File: src/rtl/jsu_pkg.sv
`timescale 1ns / 1ps
// ----------------------------------------------------------------------------
// jsu_pkg: shared types and codes of the JSON string unescaper
// Result kinds, error codes and the entry format of the work queue that
// links the byte classifier to the UTF-8 emitter.
// ----------------------------------------------------------------------------
package jsu_pkg;

	// result kinds
	localparam logic [1:0] KIND_DATA  = 2'd0;
	localparam logic [1:0] KIND_CLOSE = 2'd1;
	localparam logic [1:0] KIND_ERROR = 2'd2;

	// error codes
	localparam logic [2:0] ERR_NO_QUOTE     = 3'd0;
	localparam logic [2:0] ERR_CTRL_CHAR    = 3'd1;
	localparam logic [2:0] ERR_BAD_ESCAPE   = 3'd2;
	localparam logic [2:0] ERR_BAD_HEX      = 3'd3;
	localparam logic [2:0] ERR_LONE_LOW     = 3'd4;
	localparam logic [2:0] ERR_NO_SECOND    = 3'd5;
	localparam logic [2:0] ERR_NOT_LOW      = 3'd6;
	localparam logic [2:0] ERR_UNTERMINATED = 3'd7;

	// queue operations
	localparam logic [1:0] OP_RAW   = 2'd0;  // one byte, as is
	localparam logic [1:0] OP_CP    = 2'd1;  // code point, UTF-8 encoded
	localparam logic [1:0] OP_CLOSE = 2'd2;
	localparam logic [1:0] OP_ERROR = 2'd3;

	localparam int CpWidth = 21;

	typedef struct packed {
		logic [1:0]         op;
		logic [2:0]         code;
		logic [CpWidth-1:0] value;
	} jsu_entry_t;

endpackage

File: src/rtl/jsu_front.sv
`timescale 1ns / 1ps
// ----------------------------------------------------------------------------
// jsu_front: byte classifier
// Tracks the string state byte by byte and queues one entry per input item
// that yields output.
// ----------------------------------------------------------------------------
module jsu_front import jsu_pkg::*; (
	input  logic       clk,
	input  logic       arst_n,
	input  logic       accept,
	input  logic [7:0] in_byte,
	input  logic       end_of_input,
	output logic       push,
	output jsu_entry_t entry
);

	localparam logic [2:0] MODE_IDLE   = 3'd0;
	localparam logic [2:0] MODE_BODY   = 3'd1;
	localparam logic [2:0] MODE_ESC    = 3'd2;
	localparam logic [2:0] MODE_HEX    = 3'd3;
	localparam logic [2:0] MODE_WANTBS = 3'd4;
	localparam logic [2:0] MODE_WANTU  = 3'd5;

	logic [2:0]  mode_q, mode_d;
	logic [1:0]  hex_count_q, hex_count_d;
	logic [15:0] unit_value_q, unit_value_d;
	logic [9:0]  high_half_q, high_half_d;
	logic        second_q, second_d;

	logic        hex_ok;
	logic [3:0]  hex_val;
	logic [15:0] unit_new;
	logic        emit;

	always_comb begin
		hex_ok  = 1'b1;
		hex_val = 4'd0;
		if (in_byte inside {[8'h30:8'h39]}) begin
			hex_val = in_byte[3:0];
		end else if (in_byte inside {[8'h61:8'h66], [8'h41:8'h46]}) begin
			hex_val = in_byte[3:0] + 4'd9;
		end else begin
			hex_ok = 1'b0;
		end
	end

	assign unit_new = {unit_value_q[11:0], hex_val};

	always_comb begin
		mode_d       = mode_q;
		hex_count_d  = hex_count_q;
		unit_value_d = unit_value_q;
		high_half_d  = high_half_q;
		second_d     = second_q;
		emit         = 1'b0;
		entry        = '{op: OP_ERROR, code: ERR_NO_QUOTE, value: '0};

		if (mode_q == MODE_IDLE) begin
			if (end_of_input || in_byte != 8'h22) begin
				emit = 1'b1;
			end else begin
				mode_d = MODE_BODY;
			end
		end else if (end_of_input) begin
			emit       = 1'b1;
			entry.code = ERR_UNTERMINATED;
		end else begin
			case (mode_q)
				MODE_BODY: begin
					if (in_byte == 8'h22) begin
						emit     = 1'b1;
						entry.op = OP_CLOSE;
						mode_d   = MODE_IDLE;
					end else if (in_byte == 8'h5C) begin
						mode_d = MODE_ESC;
					end else if (in_byte inside {[8'h00:8'h1F]}) begin
						emit       = 1'b1;
						entry.code = ERR_CTRL_CHAR;
					end else begin
						emit        = 1'b1;
						entry.op    = OP_RAW;
						entry.value = CpWidth'(in_byte);
					end
				end
				MODE_ESC: begin
					emit     = 1'b1;
					entry.op = OP_RAW;
					mode_d   = MODE_BODY;
					case (in_byte)
						8'h22, 8'h5C, 8'h2F: entry.value = CpWidth'(in_byte);
						8'h62: entry.value = CpWidth'(8'h08);
						8'h66: entry.value = CpWidth'(8'h0C);
						8'h6E: entry.value = CpWidth'(8'h0A);
						8'h72: entry.value = CpWidth'(8'h0D);
						8'h74: entry.value = CpWidth'(8'h09);
						8'h75: begin
							emit         = 1'b0;
							mode_d       = MODE_HEX;
							hex_count_d  = 2'd0;
							unit_value_d = 16'd0;
							second_d     = 1'b0;
						end
						default: begin
							entry.op   = OP_ERROR;
							entry.code = ERR_BAD_ESCAPE;
						end
					endcase
				end
				MODE_HEX: begin
					if (!hex_ok) begin
						emit       = 1'b1;
						entry.code = ERR_BAD_HEX;
					end else begin
						unit_value_d = unit_new;
						if (hex_count_q != 2'd3) begin
							hex_count_d = hex_count_q + 2'd1;
						end else begin
							hex_count_d = 2'd0;
							if (second_q) begin
								emit = 1'b1;
								if (unit_new[15:10] != 6'b110111) begin
									entry.code = ERR_NOT_LOW;
								end else begin
									entry.op    = OP_CP;
									entry.value = {1'b0, high_half_q, unit_new[9:0]}
										+ 21'h10000;
									mode_d      = MODE_BODY;
									second_d    = 1'b0;
								end
							end else if (unit_new[15:10] == 6'b110110) begin
								high_half_d = unit_new[9:0];
								mode_d      = MODE_WANTBS;
							end else if (unit_new[15:10] == 6'b110111) begin
								emit       = 1'b1;
								entry.code = ERR_LONE_LOW;
							end else begin
								emit        = 1'b1;
								entry.op    = OP_CP;
								entry.value = CpWidth'(unit_new);
								mode_d      = MODE_BODY;
							end
						end
					end
				end
				MODE_WANTBS: begin
					if (in_byte != 8'h5C) begin
						emit       = 1'b1;
						entry.code = ERR_NO_SECOND;
					end else begin
						mode_d = MODE_WANTU;
					end
				end
				MODE_WANTU: begin
					if (in_byte != 8'h75) begin
						emit       = 1'b1;
						entry.code = ERR_NO_SECOND;
					end else begin
						mode_d       = MODE_HEX;
						hex_count_d  = 2'd0;
						unit_value_d = 16'd0;
						second_d     = 1'b1;
					end
				end
				default: begin
					mode_d       = MODE_IDLE;
					hex_count_d  = 2'd0;
					unit_value_d = 16'd0;
					high_half_d  = 10'd0;
					second_d     = 1'b0;
				end
			endcase
		end

		// any error drops back to idle with cleared state
		if (emit && entry.op == OP_ERROR) begin
			mode_d       = MODE_IDLE;
			hex_count_d  = 2'd0;
			unit_value_d = 16'd0;
			high_half_d  = 10'd0;
			second_d     = 1'b0;
		end
	end

	assign push = accept && emit;

	always_ff @(posedge clk or negedge arst_n) begin
		if (!arst_n) begin
			mode_q       <= MODE_IDLE;
			hex_count_q  <= 2'd0;
			unit_value_q <= 16'd0;
			high_half_q  <= 10'd0;
			second_q     <= 1'b0;
		end else if (accept) begin
			mode_q       <= mode_d;
			hex_count_q  <= hex_count_d;
			unit_value_q <= unit_value_d;
			high_half_q  <= high_half_d;
			second_q     <= second_d;
		end
	end

endmodule

File: src/rtl/jsu_fifo.sv
`timescale 1ns / 1ps
// ----------------------------------------------------------------------------
// jsu_fifo: work queue
// Small register queue of classified entries between front and back.
// ----------------------------------------------------------------------------
module jsu_fifo import jsu_pkg::*; #(
	parameter int Depth = 4
) (
	input  logic       clk,
	input  logic       arst_n,
	input  logic       push,
	input  jsu_entry_t push_entry,
	input  logic       pop,
	output logic       full,
	output logic       not_empty,
	output jsu_entry_t head
);

	localparam int PtrW = (Depth > 1) ? $clog2(Depth) : 1;
	localparam int CntW = $clog2(Depth + 1);
	localparam logic [PtrW-1:0] PtrLast = PtrW'(Depth - 1);
	localparam logic [CntW-1:0] CntFull = CntW'(Depth);

	jsu_entry_t          slot_q [Depth];
	logic [PtrW-1:0]     wr_ptr_q, rd_ptr_q;
	logic [CntW-1:0]     count_q;

	assign full      = (count_q == CntFull);
	assign not_empty = (count_q != '0);
	assign head      = slot_q[rd_ptr_q];

	always_ff @(posedge clk) begin
		if (push) begin
			slot_q[wr_ptr_q] <= push_entry;
		end
	end

	always_ff @(posedge clk or negedge arst_n) begin
		if (!arst_n) begin
			wr_ptr_q <= '0;
			rd_ptr_q <= '0;
			count_q  <= '0;
		end else begin
			if (push) begin
				wr_ptr_q <= (wr_ptr_q == PtrLast) ? '0 : wr_ptr_q + 1'b1;
			end
			if (pop) begin
				rd_ptr_q <= (rd_ptr_q == PtrLast) ? '0 : rd_ptr_q + 1'b1;
			end
			if (push && !pop) begin
				count_q <= count_q + 1'b1;
			end else if (pop && !push) begin
				count_q <= count_q - 1'b1;
			end
		end
	end

endmodule

File: src/rtl/jsu_back.sv
`timescale 1ns / 1ps
// ----------------------------------------------------------------------------
// jsu_back: result emitter
// Encodes the head entry to UTF-8 and sends its results one per cycle,
// while result_stall is low, through the output register.
// ----------------------------------------------------------------------------
module jsu_back import jsu_pkg::*; (
	input  logic       clk,
	input  logic       arst_n,
	input  logic       head_valid,
	input  jsu_entry_t head,
	output logic       pop,
	output logic       result_valid,
	input  logic       result_stall,
	output logic [1:0] kind,
	output logic [7:0] out_byte,
	output logic [2:0] error_code,
	output logic       last_of_run
);

	logic [1:0]         idx_q;
	logic               valid_q;
	logic [1:0]         kind_q;
	logic [7:0]         byte_q;
	logic [2:0]         code_q;
	logic               last_q;

	logic [7:0]         enc [4];
	logic [1:0]         n_last;
	logic [CpWidth-1:0] cp;
	logic               advance;
	logic               at_last;
	logic [1:0]         kind_d;

	assign cp = head.value;

	always_comb begin
		enc[0] = 8'h00;
		enc[1] = 8'h00;
		enc[2] = 8'h00;
		enc[3] = 8'h00;
		n_last = 2'd0;
		kind_d = KIND_DATA;
		case (head.op)
			OP_RAW: enc[0] = cp[7:0];
			OP_CP: begin
				if (cp <= 21'h7F) begin
					enc[0] = cp[7:0];
				end else if (cp <= 21'h7FF) begin
					enc[0] = {3'b110, cp[10:6]};
					enc[1] = {2'b10, cp[5:0]};
					n_last = 2'd1;
				end else if (cp <= 21'hFFFF) begin
					enc[0] = {4'b1110, cp[15:12]};
					enc[1] = {2'b10, cp[11:6]};
					enc[2] = {2'b10, cp[5:0]};
					n_last = 2'd2;
				end else begin
					enc[0] = {5'b11110, cp[20:18]};
					enc[1] = {2'b10, cp[17:12]};
					enc[2] = {2'b10, cp[11:6]};
					enc[3] = {2'b10, cp[5:0]};
					n_last = 2'd3;
				end
			end
			OP_CLOSE: kind_d = KIND_CLOSE;
			default:  kind_d = KIND_ERROR;
		endcase
	end

	assign advance = head_valid && (!valid_q || !result_stall);
	assign at_last = (idx_q == n_last);
	assign pop     = advance && at_last;

	always_ff @(posedge clk or negedge arst_n) begin
		if (!arst_n) begin
			idx_q   <= 2'd0;
			valid_q <= 1'b0;
		end else begin
			if (advance) begin
				valid_q <= 1'b1;
				idx_q   <= at_last ? 2'd0 : idx_q + 2'd1;
			end else if (!result_stall) begin
				valid_q <= 1'b0;
			end
		end
	end

	always_ff @(posedge clk) begin
		if (advance) begin
			kind_q <= kind_d;
			byte_q <= enc[idx_q];
			code_q <= (head.op == OP_ERROR) ? head.code : ERR_NO_QUOTE;
			last_q <= at_last;
		end
	end

	assign result_valid = valid_q;
	assign kind         = kind_q;
	assign out_byte     = byte_q;
	assign error_code   = code_q;
	assign last_of_run  = last_q;

endmodule

File: src/rtl/json_string_unescape_utf8.sv
`timescale 1ns / 1ps
// An accepted item's entry is queued; its results then leave through the output register.
// Throughput: one input item per cycle while the queue has room; results leave
// at one per cycle while result_stall is low; an item that expands to n UTF-8
// bytes yields n results. The output register and the queue set these rates.
// Reset (arst_n low): decoder idle awaiting an opening quote, queue empty, no result.
// ----------------------------------------------------------------------------
// json_string_unescape_utf8: streaming JSON string literal decoder
// Unescapes one JSON string literal byte by byte and emits UTF-8 bytes,
// a close marker, or an error with its code.
// ----------------------------------------------------------------------------
module json_string_unescape_utf8 import jsu_pkg::*; #(
	parameter int QueueDepth = 4
) (
	input  logic       clk,
	input  logic       arst_n,
	// input item channel
	input  logic       item_valid,
	output logic       item_stall,
	input  logic [7:0] in_byte,
	input  logic       end_of_input,
	// result channel
	output logic       result_valid,
	input  logic       result_stall,
	output logic [1:0] kind,
	output logic [7:0] out_byte,
	output logic [2:0] error_code,
	output logic       last_of_run
);

	logic       accept;
	logic       push;
	jsu_entry_t push_entry;
	logic       pop;
	logic       q_full;
	logic       q_not_empty;
	jsu_entry_t q_head;

	// Hold off new items only when the queue is full; the front may then
	// need a slot for the item's entry.
	assign item_stall = q_full;
	assign accept     = item_valid && !item_stall;

	// Front: classify each byte, advance the escape state, queue the outcome.
	jsu_front u_front (
		.clk          (clk),
		.arst_n       (arst_n),
		.accept       (accept),
		.in_byte      (in_byte),
		.end_of_input (end_of_input),
		.push         (push),
		.entry        (push_entry)
	);

	// Queue: decouple byte intake from multi-byte result output.
	jsu_fifo #(
		.Depth (QueueDepth)
	) u_fifo (
		.clk        (clk),
		.arst_n     (arst_n),
		.push       (push),
		.push_entry (push_entry),
		.pop        (pop),
		.full       (q_full),
		.not_empty  (q_not_empty),
		.head       (q_head)
	);

	// Back: encode code points to UTF-8 and drain results one per cycle while
	// result_stall is low, marking the final result of each item.
	jsu_back u_back (
		.clk          (clk),
		.arst_n       (arst_n),
		.head_valid   (q_not_empty),
		.head         (q_head),
		.pop          (pop),
		.result_valid (result_valid),
		.result_stall (result_stall),
		.kind         (kind),
		.out_byte     (out_byte),
		.error_code   (error_code),
		.last_of_run  (last_of_run)
	);

endmodule

File: config.mk
export PLATFORM = sky130hd
export DESIGN_NAME = json_string_unescape_utf8
export DESIGN_NICKNAME = d
export VERILOG_FILES = /design/src/rtl/jsu_pkg.sv /design/src/rtl/jsu_front.sv /design/src/rtl/jsu_fifo.sv /design/src/rtl/jsu_back.sv /design/src/rtl/json_string_unescape_utf8.sv
export SDC_FILE = /design/constraint.sdc
export NUM_CORES = 1
export LEC_CHECK = 0
export ABC_AREA = 1
export BUFFER_PORTS_ARGS = -buffer_cell sky130_fd_sc_hd__buf_2
export CAP_MARGIN = 15
export CELL_PAD_IN_SITES_DETAIL_PLACEMENT = 0
export CELL_PAD_IN_SITES_GLOBAL_PLACEMENT = 2
export CORE_UTILIZATION = 40
export CTS_CLUSTER_SIZE = 10
export DETAILED_ROUTE_END_ITERATION = 10
export PLACE_DENSITY_LB_ADDON = 0.3
export REMOVE_ABC_BUFFERS = 1
export SYNTH_ARGS = -nofsm -noshare
export SYNTH_HDL_FRONTEND = slang
export SYNTH_SLANG_ARGS = --single-unit
File: constraint.sdc
create_clock -name clk -period 6.1 [get_ports clk]
set_clock_uncertainty 0.2 [all_clocks]
set_input_delay 0.61 -clock clk [delete_from_list [all_inputs] [get_ports clk]]
set_output_delay 0.61 -clock clk [all_outputs]
set_load 0.05 [all_outputs]
# ---- Word-level counts from Yosys, hierarchy flattened
# Memories as Yosys holds them, arrays and structs flattened.
# Index checks and enable logic that the tools add are counted.
dict set report op_classes {
  add_sub_neg 8
  order_cmp 12
  eq_ne 49
  mux 120
  n_bitwise 1
  n_reduce_logical 32
}
# cell n
set op_table {}
lappend op_table {{26-bit 2-to-1 mux} 5}
lappend op_table {{21-bit 2-to-1 mux} 4}
lappend op_table {{12-bit 2-to-1 mux} 6}
lappend op_table {{24-bit 2-to-1 mux} 3}
lappend op_table {{10-bit 2-to-1 mux} 7}
lappend op_table {{3-bit 2-to-1 mux} 22}
lappend op_table {{21-bit case mux with 3 select lines} 1}
lappend op_table {{8-bit by 7-bit equality test with 1-bit output, second input constant} 7}
lappend op_table {{16-bit 2-to-1 mux} 3}
lappend op_table {{12-bit case mux with 4 select lines} 1}
lappend op_table {{8-bit case mux with 6 select lines} 1}
lappend op_table {{2-bit 2-to-1 mux} 20}
lappend op_table {{8-bit 2-to-1 mux} 5}
lappend op_table {{3-bit case mux with 5 select lines} 2}
lappend op_table {{1-bit 2-to-1 mux} 29}
lappend op_table {{20-bit by 17-bit adder with 21-bit output, second input constant} 1}
lappend op_table {{21-bit by 11-bit less-or-equal comparator with 1-bit output, second input constant} 1}
lappend op_table {{21-bit by 16-bit less-or-equal comparator with 1-bit output, second input constant} 1}
lappend op_table {{21-bit by 7-bit less-or-equal comparator with 1-bit output, second input constant} 1}
lappend op_table {{10-bit case mux with 2 select lines} 1}
lappend op_table {{8-bit binary-select mux with 2-bit select} 1}
lappend op_table {{8-bit by 6-bit equality test with 1-bit output, second input constant} 2}
lappend op_table {{8-bit by 7-bit >= comparator with 1-bit output, second input constant} 2}
lappend op_table {{8-bit by 7-bit less-or-equal comparator with 1-bit output, second input constant} 2}
lappend op_table {{other kinds (52)} 94}
dict set report word_totals {
  regBits 52
  mem_bits_rw 104
  elab_cells 237
  n_memories 1
}
# memory depth word_bits read_ports rd_ports_with_merged_regs write_ports line
set mem_list {}
lappend mem_list {u_fifo.slot_q 4 26 1 0 1 jsu_fifo.sv:24} ;# jsu_entry_t slot_q [Depth];

# ---- Depth between registers and ports, before layout
# Gate-level depths: netlist (run 1).
dict set report depth {
  word_depth 17
  mapped_depth 20
}

# ---- Hierarchy
# Synthesis (run 1) repeated with hierarchy kept, for this count alone.
dict set report unflattened {
  hier_cells 1018
  hier_area_um2 9101.2
}
# module instances cells_per_inst area_each_um2 seq_area_each_um2
set by_module_without_submodules {}
lappend by_module_without_submodules {jsu_fifo 1 355 4718.3 3298.2}
lappend by_module_without_submodules {jsu_front 1 443 2819.0 700.7}
lappend by_module_without_submodules {jsu_back 1 218 1554.0 495.5}
lappend by_module_without_submodules {json_string_unescape_utf8 1 2 10.0 0.0}

# ---- Worst setup path before layout (run 1)
# No wires, ideal clock.
dict set report synth_timing {
  kind {in2reg}
  start {in in_byte[0]}
  end {mem u_fifo.slot_q[0][0] in the netlist's numbering, enable pin}
  setup_ps 409
  t_arrival_ps 2925
  required_time_ps 5491
  slack_ps 2566
  path_stages 11
  path_buffers 0
  cell_sequence {inv_1 ha_1 inv_1 nand3_1 nand3_2 nand3_2 nand4_1 nand2_2 nor2_1 inv_1 nor2_1}
}
dict set report synth_between {
  elab_chain_len 12
  word_cells_on_any_way 32
}
# item line
set synth_lines {}
lappend synth_lines {{start, declared} json_string_unescape_utf8.sv:20} ;# input logic [7:0] in_byte,
lappend synth_lines {{8-bit by 7-bit >= comparator with 1-bit output / 8-bit by 7-bit less-or-equal comparator with 1-bit output (equally long branches)} jsu_front.sv:40} ;# end else if (in_byte inside {[8'h61:8'h66], [8'h41:8'h46]}) begin
lappend synth_lines {{1-bit logical AND} jsu_front.sv:40}
lappend synth_lines {{2-bit nonzero test} jsu_front.sv:40}
lappend synth_lines {{1-bit 2-to-1 mux} jsu_front.sv:40}
lappend synth_lines {{1-bit 2-to-1 mux} jsu_front.sv:38} ;# if (in_byte inside {[8'h30:8'h39]}) begin
lappend synth_lines {{1-bit 2-to-1 mux} jsu_front.sv:110} ;# if (!hex_ok) begin
lappend synth_lines {{1-bit case mux with 5 select lines} jsu_front.sv:68} ;# case (mode_q)
lappend synth_lines {{1-bit 2-to-1 mux} jsu_front.sv:64} ;# end else if (end_of_input) begin
lappend synth_lines {{1-bit 2-to-1 mux (*)} jsu_front.sv:58} ;# if (mode_q == MODE_IDLE) begin
lappend synth_lines {{1-bit logical AND (*)} jsu_front.sv:184} ;# assign push = accept && emit;
lappend synth_lines {{via push} json_string_unescape_utf8.sv:32} ;# logic push;
lappend synth_lines {{1-bit 2-to-1 mux (*)} jsu_fifo.sv:33} ;# if (push) begin
lappend synth_lines {{1-bit 2-to-1 mux (implied by the code) (*)} jsu_fifo.sv:34} ;# slot_q[wr_ptr_q] <= push_entry;
lappend synth_lines {{end, declared} jsu_fifo.sv:24}
# The timed path passes the listed nets; every way through them passes the cells marked *.

# ---- Worst setup path in the final report (run 1)
dict set report layout_timing {
  start {reg u_fifo.rd_ptr_q[0]}
  end {reg u_fifo.count_q[1]}
}
dict set report layout_between {
  elab_chain_len 11
  word_cells_on_any_way 16
}
# item line
set layout_lines {}
lappend layout_lines {{start, declared} jsu_fifo.sv:25} ;# logic [PtrW-1:0] wr_ptr_q, rd_ptr_q;
lappend layout_lines {{start signal, assigned} jsu_fifo.sv:48} ;# rd_ptr_q <= (rd_ptr_q == PtrLast) ? '0 : rd_ptr_q + 1'b1;
lappend layout_lines {{memory read 4 x 26 bit (*)} -}
lappend layout_lines {{21-bit by 16-bit less-or-equal comparator with 1-bit output} jsu_back.sv:53} ;# end else if (cp <= 21'hFFFF) begin
lappend layout_lines {{1-bit 2-to-1 mux} jsu_back.sv:53}
lappend layout_lines {{2-bit 2-to-1 mux} jsu_back.sv:49} ;# end else if (cp <= 21'h7FF) begin
lappend layout_lines {{2-bit 2-to-1 mux} jsu_back.sv:47} ;# if (cp <= 21'h7F) begin
lappend layout_lines {{2-bit 2-to-1 mux (*)} jsu_back.sv:44} ;# case (head.op)
lappend layout_lines {{2-bit equality test (*)} jsu_back.sv:72} ;# assign at_last = (idx_q == n_last);
lappend layout_lines {{1-bit logical AND (*)} jsu_back.sv:73} ;# assign pop = advance && at_last;
lappend layout_lines {{1-bit logical NOT} jsu_fifo.sv:50} ;# if (push && !pop) begin
lappend layout_lines {{1-bit logical AND} jsu_fifo.sv:50}
lappend layout_lines {{3-bit 2-to-1 mux / 2-bit nonzero test (equally long branches)} -}
lappend layout_lines {{end signal, assigned} jsu_fifo.sv:51} ;# count_q <= count_q + 1'b1;
lappend layout_lines {{end signal, assigned} jsu_fifo.sv:53} ;# count_q <= count_q - 1'b1;
lappend layout_lines {{end, declared} jsu_fifo.sv:26} ;# logic [CntW-1:0] count_q;
# Mark *: on every way between the ends. The rest lies on a longest branch, timed or not.
# A chain may end at the register's enable or synchronous reset.

==> qor.csv, run 1 <==
stage;metric;value;unit
clocking;setup bufs post-CTS;0;
sta;RSZ-0062 raised after global routing;false;
sta;period utilisation layout;0.6173;
clocking;post-cts sizing count;0;
die;Ports;29;
die;# rows;52;
setup_path;CP endpoint kind;flop;
global_route;vias in the first global route;6290;
placed_design;GPL Wtd Cong;0.8659;
power;Pleak;3.970;nW
clocking;worst-skew pair later-pin latency;0.42;ns
final_layout;# fillers;2022;
sta;max-slew violations;0;
routing;Vias;6368;
clocking;clock tree sinks;156;
sta;fmax;265.6;MHz
min_path;worst min-delay path class;in -> async;
yosys;Area contributors post-synth;edfxtp_1, nand2_1, dfrtp_1;
routing;drt wl/cell;16.56;µm
clocking;Longest Clk Path Bufs;2;
clocking;cts hold-fix bufs;0;
sta;relative slew slack;0.2467;
routing;1st-pass router iterations;5;
routing;Via-to-Cell Ratio;5.086;
die;initial core utilization;0.4109;
final_layout;layout overhead on the synthesized area;11.54;%
yosys;cell taking the most area after synthesis;edfxtp_1;
final_layout;number of diodes;0;
placed_design;# port buffers;28;
yosys;Distinct cells, synth;58;
final_layout;flip-flop and latch area;4496;µm²
final_layout;multi-input logic area;3403;µm²
sta;min cycle time layout;3.766;ns
final_layout;fin nets;995;
placed_design;hpwl dp;15120;µm
yosys;dominant synthesized flop cell;edfxtp_1;
global_route;GRT Total Usage;0.2052;
sta;Final Hold Viols;0;
power;logic gate share of total power;0.398;
die;die width;146.9;µm
clocking;CTS tree;done;
sta;TNS Setup;0;ns
sta;Worst Tran Pin Value;1.116;ns
power;pwr dens;471.7;nW/µm²
global_route;largest net degree at the start of global routing;53;
yosys;Synth Register Bits;156;
yosys;ys async rst share;0.2436;
power;Flop pwr share;0.347;
setup_path;required time of the worst setup path;6.21;ns
setup_path;Worst setup SP type;flop;
global_route;first-pass GRT wire length;33750;µm
yosys;list of most frequent post-synthesis cells;nand2_1, edfxtp_1, nor2_1;
die;Die H;146.9;µm
yosys;Yosys warning total;0;
setup_path;Worst Setup Path Type;reg -> reg;
job;Max-Cap Viols;0;
run_status;run status;completed;
setup_path;critical path peak fanout;38;
final_layout;share of layout cells above drive strength 1;0.1436;
routing;drt drc;0;
sta;Final setup viols;0;
power;Max rail drop VDD;0.1938;mV
clocking;CTS clk-pin slew, worst paths;0.07;ns
setup_path;Critical Path AT;3.87;ns
global_route;antenna violations before repair;0;
routing;Initial DRC Count;300;
power;clock network power share;0.255;
yosys;Synth Cell Area;8394;µm²
yosys;EDFF count, synth;118;
power;Sw Pwr;1.857;mW
routing;WL final;20730;µm
clocking;total CTS buffers;17;
yosys;syn_area_per_cell;8.892;µm²
yosys;Mapped Cells;944;
power;switch share;0.4205;
yosys;most common cell in the synthesized netlist;nand2_1;
power;Pint;2.559;mW
routing;ANT nets after route;0;
yosys;Synth top area share;0.4221;
die;Die ar.;21570;µm²
clocking;clk root buf;clkbuf_16;
die;core area;20430;µm²
global_route;final global-route overflow total;0;
final_layout;Finished Core Util;0.4583;
clocking;# H-tree levels;4;
yosys;register area share after synthesis;0.5354;
power by group through the flow:
stage | registers, mW | clock network, mW | logic [mW]
floorplan | 1.74 | 0 | 1.09
global placement | 1.55 | 0 | 1.79
detailed placement | 1.56 | 0 | 1.77
CTS | 1.53 | 1.15 | 1.78
global route | 1.56 | 1.19 | 1.98
finish | 1.53 | 1.13 | 1.76
logic make-up (layout without fill, tap and decap cells):
group                    count (synthesis)  in the layout  share of synthesized area
flip-flops                             156            156                     0.5354
adder cells (fa/ha/maj)                 13             13                    0.02027
AND/OR/NAND/NOR                        562            562                     0.3015
buffers and inverters                  110            148                    0.06096
multiplexers                             2              2                   0.002534
AO/OA/AOI/OAI                           94             94                    0.07200
XOR/XNOR                                 7              7                   0.007304
path summary, 6_finish.rpt:
kind / from / end / slack [ns] / depth (start not counted)
max in group asynchronous: arst_n / u_fifo.rd_ptr_q[0]$_DFFE_PN0P_ / 4.96 / 1
worst max-delay path: u_fifo.rd_ptr_q[0]$_DFFE_PN0P_ / u_fifo.count_q[1]$_DFFE_PN0P_ / 2.33 / 16
worst min-delay path: arst_n / u_fifo.rd_ptr_q[0]$_DFFE_PN0P_ / 0.11 / 1
worst max register to register: u_fifo.rd_ptr_q[0]$_DFFE_PN0P_ / u_fifo.count_q[1]$_DFFE_PN0P_ / 2.33 / 16
worst min register to register: u_front.high_half_q[2]$_DFFE_PN0P_ / u_front.high_half_q[2]$_DFFE_PN0P_ / 0.28 / 2
min in group clk: result_stall / u_back.result_valid$_DFFE_PN0P_ / 0.20 / 3
area by class of cell:
| cell class | count | share of cell area |
|---|---|---|
| Sequential cell | 156 | 0.4802 |
| Tap cell | 270 | 0.03608 |
| Clock inverter | 15 | 0.02138 |
| Inverter | 83 | 0.03448 |
| Timing Repair Buffer | 33 | 0.01898 |
| Clock buffer | 17 | 0.04544 |
| Multi-Input combinational cell | 678 | 0.3635 |
flip-flops by register name, summed over array words and instances, names as in the netlist:
| signal | flops |
|---|---|
| u_back.error_code | 3 |
| u_back.last_of_run | 1 |
| u_front.mode_q | 3 |
| u_back.result_valid | 1 |
| u_fifo.count_q | 3 |
| u_fifo.rd_ptr_q | 2 |
| u_front.high_half_q | 10 |
| u_fifo.wr_ptr_q | 2 |
| u_fifo.slot_q | 104 |
| u_back.kind | 2 |
| u_back.idx_q | 2 |
| u_back.out_byte | 8 |
| u_front.hex_count_q | 2 |
| u_front.second_q | 1 |
| u_front.unit_value_q | 12 |
critical path: stages, from the launching register on:
cell	delay, ns
dfrtp_2	0.63
buf_4	0.43
nand2_1	0.09
nand3_1	0.09
nand2_1	0.12
inv_1	0.12
nor2_4	0.06
nand2_4	0.13
clkinv_2	0.20
nand2_4	0.17
nand2_2	0.07
nand2_2	0.08
nand4_2	0.18
ha_1	0.26
inv_1	0.09
fa_1	0.41
mux2_2	0.26
cell usage in the layout, fill, tap and decap left out, types with 3 or more instances in the layout:
cell type	synthesis	layout
o2111ai_1	3	3
inv_6	1	6
nand2_4	5	5
inv_8	0	4
o21ai_0	29	29
nor2_1	88	84
a21oi_1	31	31
clkbuf_16	0	17
nand3_2	9	9
edfxtp_1	118	118
bufinv_16	0	3
nor2_2	5	8
dfrtp_1	38	37
xor2_1	6	6
nor2_4	5	6
nor3_1	10	10
nand2_1	326	326
o22ai_1	5	5
nand3_1	75	75
inv_1	65	65
buf_4	7	5
o21ai_1	4	4
nand2_2	12	12
nand4_1	15	15
buf_2	7	28
ha_1	12	12
inv_2	13	13
layer usage:
| metal | track usage | part of all wire |
|---|---|---|
| met1 | 0.2626 | 0.46 |
| met2 | 0.3505 | 0.49 |
| met3 | 0.03758 | 0.030 |
| met4 | 0.06615 | 0.019 |
| met5 | 0 | 0 |
stage by stage:
step / std cells / instance area [µm²] / setup slack (ns) / hold WS, ns / power (mW)
final: 1252 / 9363 / 2.335 / 0.1127 / 4.416
after global routing: 1252 / 9363 / 2.009 / 0.1734 / 4.724
after CTS: 1252 / 9363 / 2.330 / 0.1418 / 4.462
after detailed placement: 1220 / 8737 / 2.350 / 0.2652 / 3.326
after global placement: 1220 / 8737 / 2.322 / 0.2569 / 3.346
after floorplan: 917 / 8205 / 2.298 / 0.1144 / 2.832
Power figures use the tool's default switching activity.
==> inputs of run 2 (changes only) <==
CORE_UTILIZATION = 36   (was 40)
clock period = 3.38 ns   (was 6.1 ns; I/O delays follow)
==> qor.csv, run 2 (same netlist as run 1, synthesis figures left out) <==
stage;metric;value;unit
power;Power, Total;8.314;mW
die;Die ar.;23930;µm²
routing;ANT nets after route;0;
placed_design;GPL Wtd Cong;0.8253;
sta;hold_ws;0.1497;ns
setup_path;Critical Path AT;3.35;ns
setup_path;Worst setup SP type;flop;
run_status;run status;completed;
clocking;Longest Clk Path Bufs;2;
power;clock network power share;0.229;
clocking;CTS clk-pin slew, worst paths;0.07;ns
final_layout;Final Cell Area;9799;µm²
final_layout;Finished Core Util;0.4302;
setup_path;required time of the worst setup path;3.50;ns
sta;Final Hold Viols;0;
sta;RSZ-0062 raised after global routing;true;
sta;min cycle time layout;3.224;ns
sta;TNS Setup;0;ns
setup_path;most common cell type on the critical path;nand2_2;
setup_path;CP peak stage delay;0.55;ns
die;die width;154.7;µm
die;core area;22780;µm²
setup_path;critical path peak fanout;24;
clocking;clk root buf;clkbuf_16;
min_path;worst min-delay path class;in -> reg;
placed_design;# port buffers;28;
global_route;final global-route overflow total;0;
final_layout;Largest register FFs;104;
sta;Worst Tran Pin Value;0.9795;ns
final_layout;commonest non-fill, non-tap cell in the layout;nand2_1;
placed_design;dpl cells;1284;
final_layout;largest registers;u_fifo.slot_q x104, u_front.unit_value_q x12, u_front.high_half_q x10;
setup_path;family with the most delay on the worst path;simple AND/OR/NAND/NOR gates;
die;# rows;55;
final_layout;number of diodes;0;
power;Max rail drop VDD;0.3470;mV
sta;Final setup viols;0;
sta;period utilisation layout;0.9538;
sta;Setup WS post-layout;0.1563;ns
global_route;vias in the first global route;6263;
global_route;GRT Total Usage;0.1908;
power;Pleak;4.156;nW
routing;Initial DRC Count;438;
global_route;first-pass GRT wire length;34680;µm
sta;max-slew violations;0;
clocking;CTS tree;done;
sta;fmax;310.2;MHz
routing;1st-pass router iterations;5;
die;Die H;154.7;µm
setup_path;Worst Setup Path Type;reg -> reg;
placed_design;Placed Area;9019;µm²
power;switch share;0.4325;
power;pwr dens;848.4;nW/µm²
routing;WL final;22180;µm
setup_path;slowest CP cell;dfrtp_4;
clocking;# H-tree levels;4;
power;logic gate share of total power;0.443;
routing;drt drc;0;
final_layout;fin nets;1026;
setup_path;Worst Path Buf+Inv;2;
placed_design;DP Worst Slack;0.1525;ns
routing;Via-to-Cell Ratio;4.870;
setup_path;CP endpoint kind;flop;
routing;drt wl/cell;16.72;µm
setup_path;worst path cell trace;buf_12 > nand2_1 > nand3_1 > nand2_2 > nand2_1 > nor2_2 > nand2_2 > nand2_4 > nand2_2 > nand2_2 > nand4_4 > ha_1 > inv_1 > fa_1 > mux2_2;
setup_path;R2R setup slack;0.16;ns
final_layout;commonest non-fill, non-tap cells in the layout;nand2_1, edfxtp_1, nor2_1;
clocking;clock tree sinks;156;
sta;relative slew slack;0.3470;
power;Pint;4.718;mW
global_route;largest net degree at the start of global routing;48;
power;Sw Pwr;3.596;mW
routing;Vias;6457;
final_layout;share of layout cells above drive strength 1;0.1747;
job;Max-Cap Viols;0;
power;Flop pwr share;0.328;
clocking;worst-skew pair later-pin latency;0.43;ns
placed_design;hpwl dp;15570;µm
die;initial core utilization;0.3685;
final_layout;Layout Cells excl Fill;1326;
clocking;total CTS buffers;17;
final_layout;layout overhead on the synthesized area;16.74;%
final_layout;largest register by flop count;u_fifo.slot_q;
global_route;antenna violations before repair;0;
die;Ports;29;
-- run 2: changes by cell type in the layout (fill, tap and decap cells not counted), moves of 4 or more --
cell,before,now
buf_4,5,22
buf_12,0,9
nand2_1,326,321
nand2_2,12,17
clkinv_8,0,4
-- run 2: final timing paths --
path / startpoint / to / depth (start not counted)
worst max-delay path: u_fifo.rd_ptr_q[0]$_DFFE_PN0P_ / u_fifo.count_q[1]$_DFFE_PN0P_ / 15
worst min-delay path: end_of_input / u_fifo.slot_q[0][3]$_DFFE_PP_ / 2
worst max register to register: u_fifo.rd_ptr_q[0]$_DFFE_PN0P_ / u_fifo.count_q[1]$_DFFE_PN0P_ / 15
worst min register to register: u_front.high_half_q[1]$_DFFE_PN0P_ / u_front.high_half_q[1]$_DFFE_PN0P_ / 2
max in group asynchronous: arst_n / u_fifo.rd_ptr_q[0]$_DFFE_PN0P_ / 2
min in group asynchronous: arst_n / u_fifo.rd_ptr_q[0]$_DFFE_PN0P_ / 2
-- run 2: what timing repair did --
item,CTS,global route
setup buffers,0,5
endpoints found under the hold margin,39,0
hold buffers,2,0
setup endpoints to repair,0,2
gates resized for setup,0,14
-- run 2: area by class of cell --
| class | count | area [µm²] |
|---|---|---|
| well taps | 313 | 391.6 |
| multi-input cells | 678 | 3435 |
| inverters | 83 | 330.3 |
| fillers | 2249 | 12980 |
| clock buffers | 17 | 425.4 |
| clock inverters | 15 | 168.9 |
| repair buffers | 62 | 530.5 |
| repair inverters | 2 | 20.02 |
| flip-flops and latches | 156 | 4498 |
-- run 2: power by group through the flow --
stage | clock, mW | sequential [mW] | combinational (mW)
after floorplan | 0 | 3.14 | 1.97
after global placement | 0 | 2.75 | 3.49
after detailed placement | 0 | 2.76 | 3.47
after CTS | 1.93 | 2.72 | 3.48
after global routing | 2.01 | 2.77 | 4.06
final | 1.90 | 2.73 | 3.68
-- run 2: worst register-to-register path: stages, from the launching register on --
cell	delay (ns)
dfrtp_4	0.55
buf_12	0.18
nand2_1	0.08
nand3_1	0.11
nand2_2	0.10
nand2_1	0.08
nor2_2	0.20
nand2_2	0.14
nand2_4	0.16
nand2_2	0.07
nand2_2	0.09
nand4_4	0.15
ha_1	0.22
inv_1	0.11
fa_1	0.41
mux2_2	0.26
-- run 2: metal layers --
| layer | up-vias | GRT usage | part of all wire |
|---|---|---|---|
| li1 | 3266 | - | - |
| met1 | 3069 | 0.2576 | 0.48 |
| met2 | 93 | 0.3139 | 0.47 |
| met3 | 29 | 0.03054 | 0.028 |
| met4 | 0 | 0.05941 | 0.023 |
| met5 | - | 0 | 0 |
==> inputs of run 3 (changes only) <==
ABC_CLOCK_PERIOD_IN_PS = 3380   (was unset)
CORE_UTILIZATION = 37   (was 36)
CTS_BUF_LIST = sky130_fd_sc_hd__clkbuf_2   (was unset)
MAX_ROUTING_LAYER = met4   (was unset)
==> qor.csv, run 3 (same netlist as run 1, synthesis figures left out) <==
stage;metric;value;unit
setup_path;Worst Path Buf+Inv;2;
final_layout;share of layout cells above drive strength 1;0.1660;
placed_design;hpwl dp;15420;µm
setup_path;critical path peak fanout;39;
power;pwr dens;772.4;nW/µm²
setup_path;Worst Setup Path Type;reg -> reg;
routing;1st-pass router iterations;7;
sta;min cycle time layout;3.116;ns
setup_path;R2R setup slack;0.26;ns
routing;drt drc;0;
power;Sw Pwr;3.300;mW
clocking;CTS clk-pin slew, worst paths;0.27;ns
final_layout;largest register by flop count;u_fifo.slot_q;
sta;period utilisation layout;0.9218;
final_layout;commonest non-fill, non-tap cell in the layout;nand2_1;
setup_path;slowest CP cell;dfrtp_2;
placed_design;# port buffers;28;
min_path;WHS Path Cells;5;
global_route;largest net degree at the start of global routing;40;
job;Max-Cap Viols;0;
clocking;# H-tree levels;4;
clocking;clock tree sinks;156;
run_status;run status;completed;
setup_path;Reg2Reg Capture Point;u_fifo.count_q[1]$_DFFE_PN0P_;
setup_path;most common cell type on the critical path;nand2_1;
clocking;total CTS buffers;17;
placed_design;GPL Wtd Cong;0.8574;
die;die width;152.6;µm
power;Flop pwr share;0.369;
setup_path;family with the most delay on the worst path;simple AND/OR/NAND/NOR gates;
sta;relative slew slack;0.4888;
power;Max rail drop VDD;0.2963;mV
setup_path;CP endpoint kind;flop;
sta;Final Hold Viols;0;
min_path;Hold EP;u_fifo.slot_q[1][1]$_DFFE_PP_;
final_layout;fin nets;1037;
power;Power, Total;7.289;mW
global_route;GRT Total Usage;0.1977;
setup_path;worst path cell trace;buf_12 > nand2_1 > nand3_1 > nand2_1 > nand2_1 > nor2_2 > nand4_2 > nand2_1 > nand2_1 > nand2_1 > nand4_2 > ha_1 > inv_1 > fa_1 > mux2_2;
die;Die ar.;23290;µm²
sta;max-slew violations;0;
sta;hold_ws;0.09940;ns
setup_path;Worst setup SP type;flop;
setup_path;Critical Path AT;3.58;ns
final_layout;layout overhead on the synthesized area;12.42;%
power;Pleak;4.038;nW
clocking;clk root buf;clkbuf_2;
setup_path;cells on worst reg2reg path;15;
power;Pint;3.989;mW
final_layout;Final Cell Area;9437;µm²
global_route;vias in the first global route;6276;
clocking;Longest Clk Path Bufs;2;
global_route;final global-route overflow total;0;
setup_path;CP Depth;15;
die;# rows;54;
sta;RSZ-0062 raised after global routing;false;
routing;ANT nets after route;0;
placed_design;Placed Area;9030;µm²
final_layout;largest registers;u_fifo.slot_q x104, u_front.unit_value_q x12, u_front.high_half_q x10;
sta;Final setup viols;0;
clocking;CTS tree;done;
routing;Via-to-Cell Ratio;4.992;
die;Ports;29;
setup_path;CP peak stage delay;0.54;ns
power;logic gate share of total power;0.478;
sta;fmax;321.0;MHz
routing;drt wl/cell;16.26;µm
setup_path;worst reg2reg path startpoint;u_fifo.rd_ptr_q[0]$_DFFE_PN0P_;
sta;Worst Tran Pin Value;0.7668;ns
final_layout;Largest register FFs;104;
die;core area;22030;µm²
setup_path;required time of the worst setup path;3.84;ns
min_path;hold path startpoint;in_byte[1];
final_layout;Finished Core Util;0.4284;
global_route;first-pass GRT wire length;34420;µm
clocking;worst-skew pair later-pin latency;0.74;ns
final_layout;commonest non-fill, non-tap cells in the layout;nand2_1, edfxtp_1, nor2_1;
routing;WL final;21220;µm
routing;Vias;6514;
die;Die H;152.6;µm
routing;Initial DRC Count;435;
min_path;worst min-delay path class;in -> reg;
power;clock network power share;0.153;
sta;TNS Setup;0;ns
die;initial core utilization;0.3811;
power;switch share;0.4528;
global_route;antenna violations before repair;1;
==> run 3: cell types whose count changed in the layout (fill, tap and decap cells not counted), sizes merged <==
cell,before,now
buf,59,62
bufinv,0,2
clkbuf,18,17
clkinv,7,6
clkinvlp,0,1
diode,0,1
dlygate4sd3,2,13
inv,93,89
==> run 3: worst max path at each step <==
stage	from	to	slack (ns)
after global routing	u_fifo.rd_ptr_q[0]$_DFFE_PN0P_	u_fifo.count_q[1]$_DFFE_PN0P_	0.008
after global placement	in_byte[0]	u_fifo.count_q[2]$_DFFE_PN0P_	0.15
after CTS	u_fifo.rd_ptr_q[0]$_DFFE_PN0P_	u_fifo.count_q[1]$_DFFE_PN0P_	0.22
final	u_fifo.rd_ptr_q[0]$_DFFE_PN0P_	u_fifo.count_q[1]$_DFFE_PN0P_	0.26
after floorplan	u_fifo.rd_ptr_q[0]$_DFFE_PN0P_	u_fifo.count_q[1]$_DFFE_PN0P_	-0.42
after detailed placement	in_byte[0]	u_fifo.count_q[2]$_DFFE_PN0P_	0.18
==> run 3: worst register-to-register path: stages (launching register included) <==
cell,delay (ns)
dfrtp_2,0.54
buf_12,0.20
nand2_1,0.10
nand3_1,0.07
nand2_1,0.12
nand2_1,0.10
nor2_2,0.17
nand4_2,0.14
nand2_1,0.09
nand2_1,0.04
nand2_1,0.10
nand4_2,0.18
ha_1,0.23
inv_1,0.09
fa_1,0.41
mux2_2,0.26
==> run 3: layer usage <==
metal	GRT usage	up-vias	wire length [µm]
li1	-	3298	-
met1	0.2612	3082	10150
met2	0.3121	116	9970
met3	0.03356	18	755
met4	0.05628	0	340
met5	-	-	0
==> run 3: repair_timing <==
action                                  in CTS  in global routing
gates resized for setup                      0                  1
endpoints found under the setup margin       0                  2
hold buffers                                13                  0
setup buffers                                0                  1
endpoints found under the hold margin      100                  0
==> run 3: stage by stage <==
step                      instances  setup slack (ns)
final                          1305            0.2644
after global routing           1305          0.008253
after CTS                      1303            0.2175
after detailed placement       1258            0.1826
after global placement         1258            0.1542
after floorplan                 917           -0.4219
==> run 3: cell type report <==
cell class / count / area, µm²
fillers: 2223 / 12590
flip-flops and latches: 156 / 4496
multi-input cells: 678 / 3398
repair buffers: 75 / 600.6
well taps: 280 / 350.3
inverters: 83 / 325.3
clock inverters: 15 / 178.9
clock buffers: 17 / 85.08
diodes: 1 / 2.502
==> run 3: power by group through the flow <==
stage / combinational (mW) / sequential (mW) / clock [mW]
after global placement: 3.51 / 2.74 / 0
after detailed placement: 3.49 / 2.74 / 0
after global routing: 3.89 / 2.73 / 1.22
final: 3.48 / 2.69 / 1.11
after CTS: 3.51 / 2.70 / 1.15
after floorplan: 1.97 / 3.14 / 0
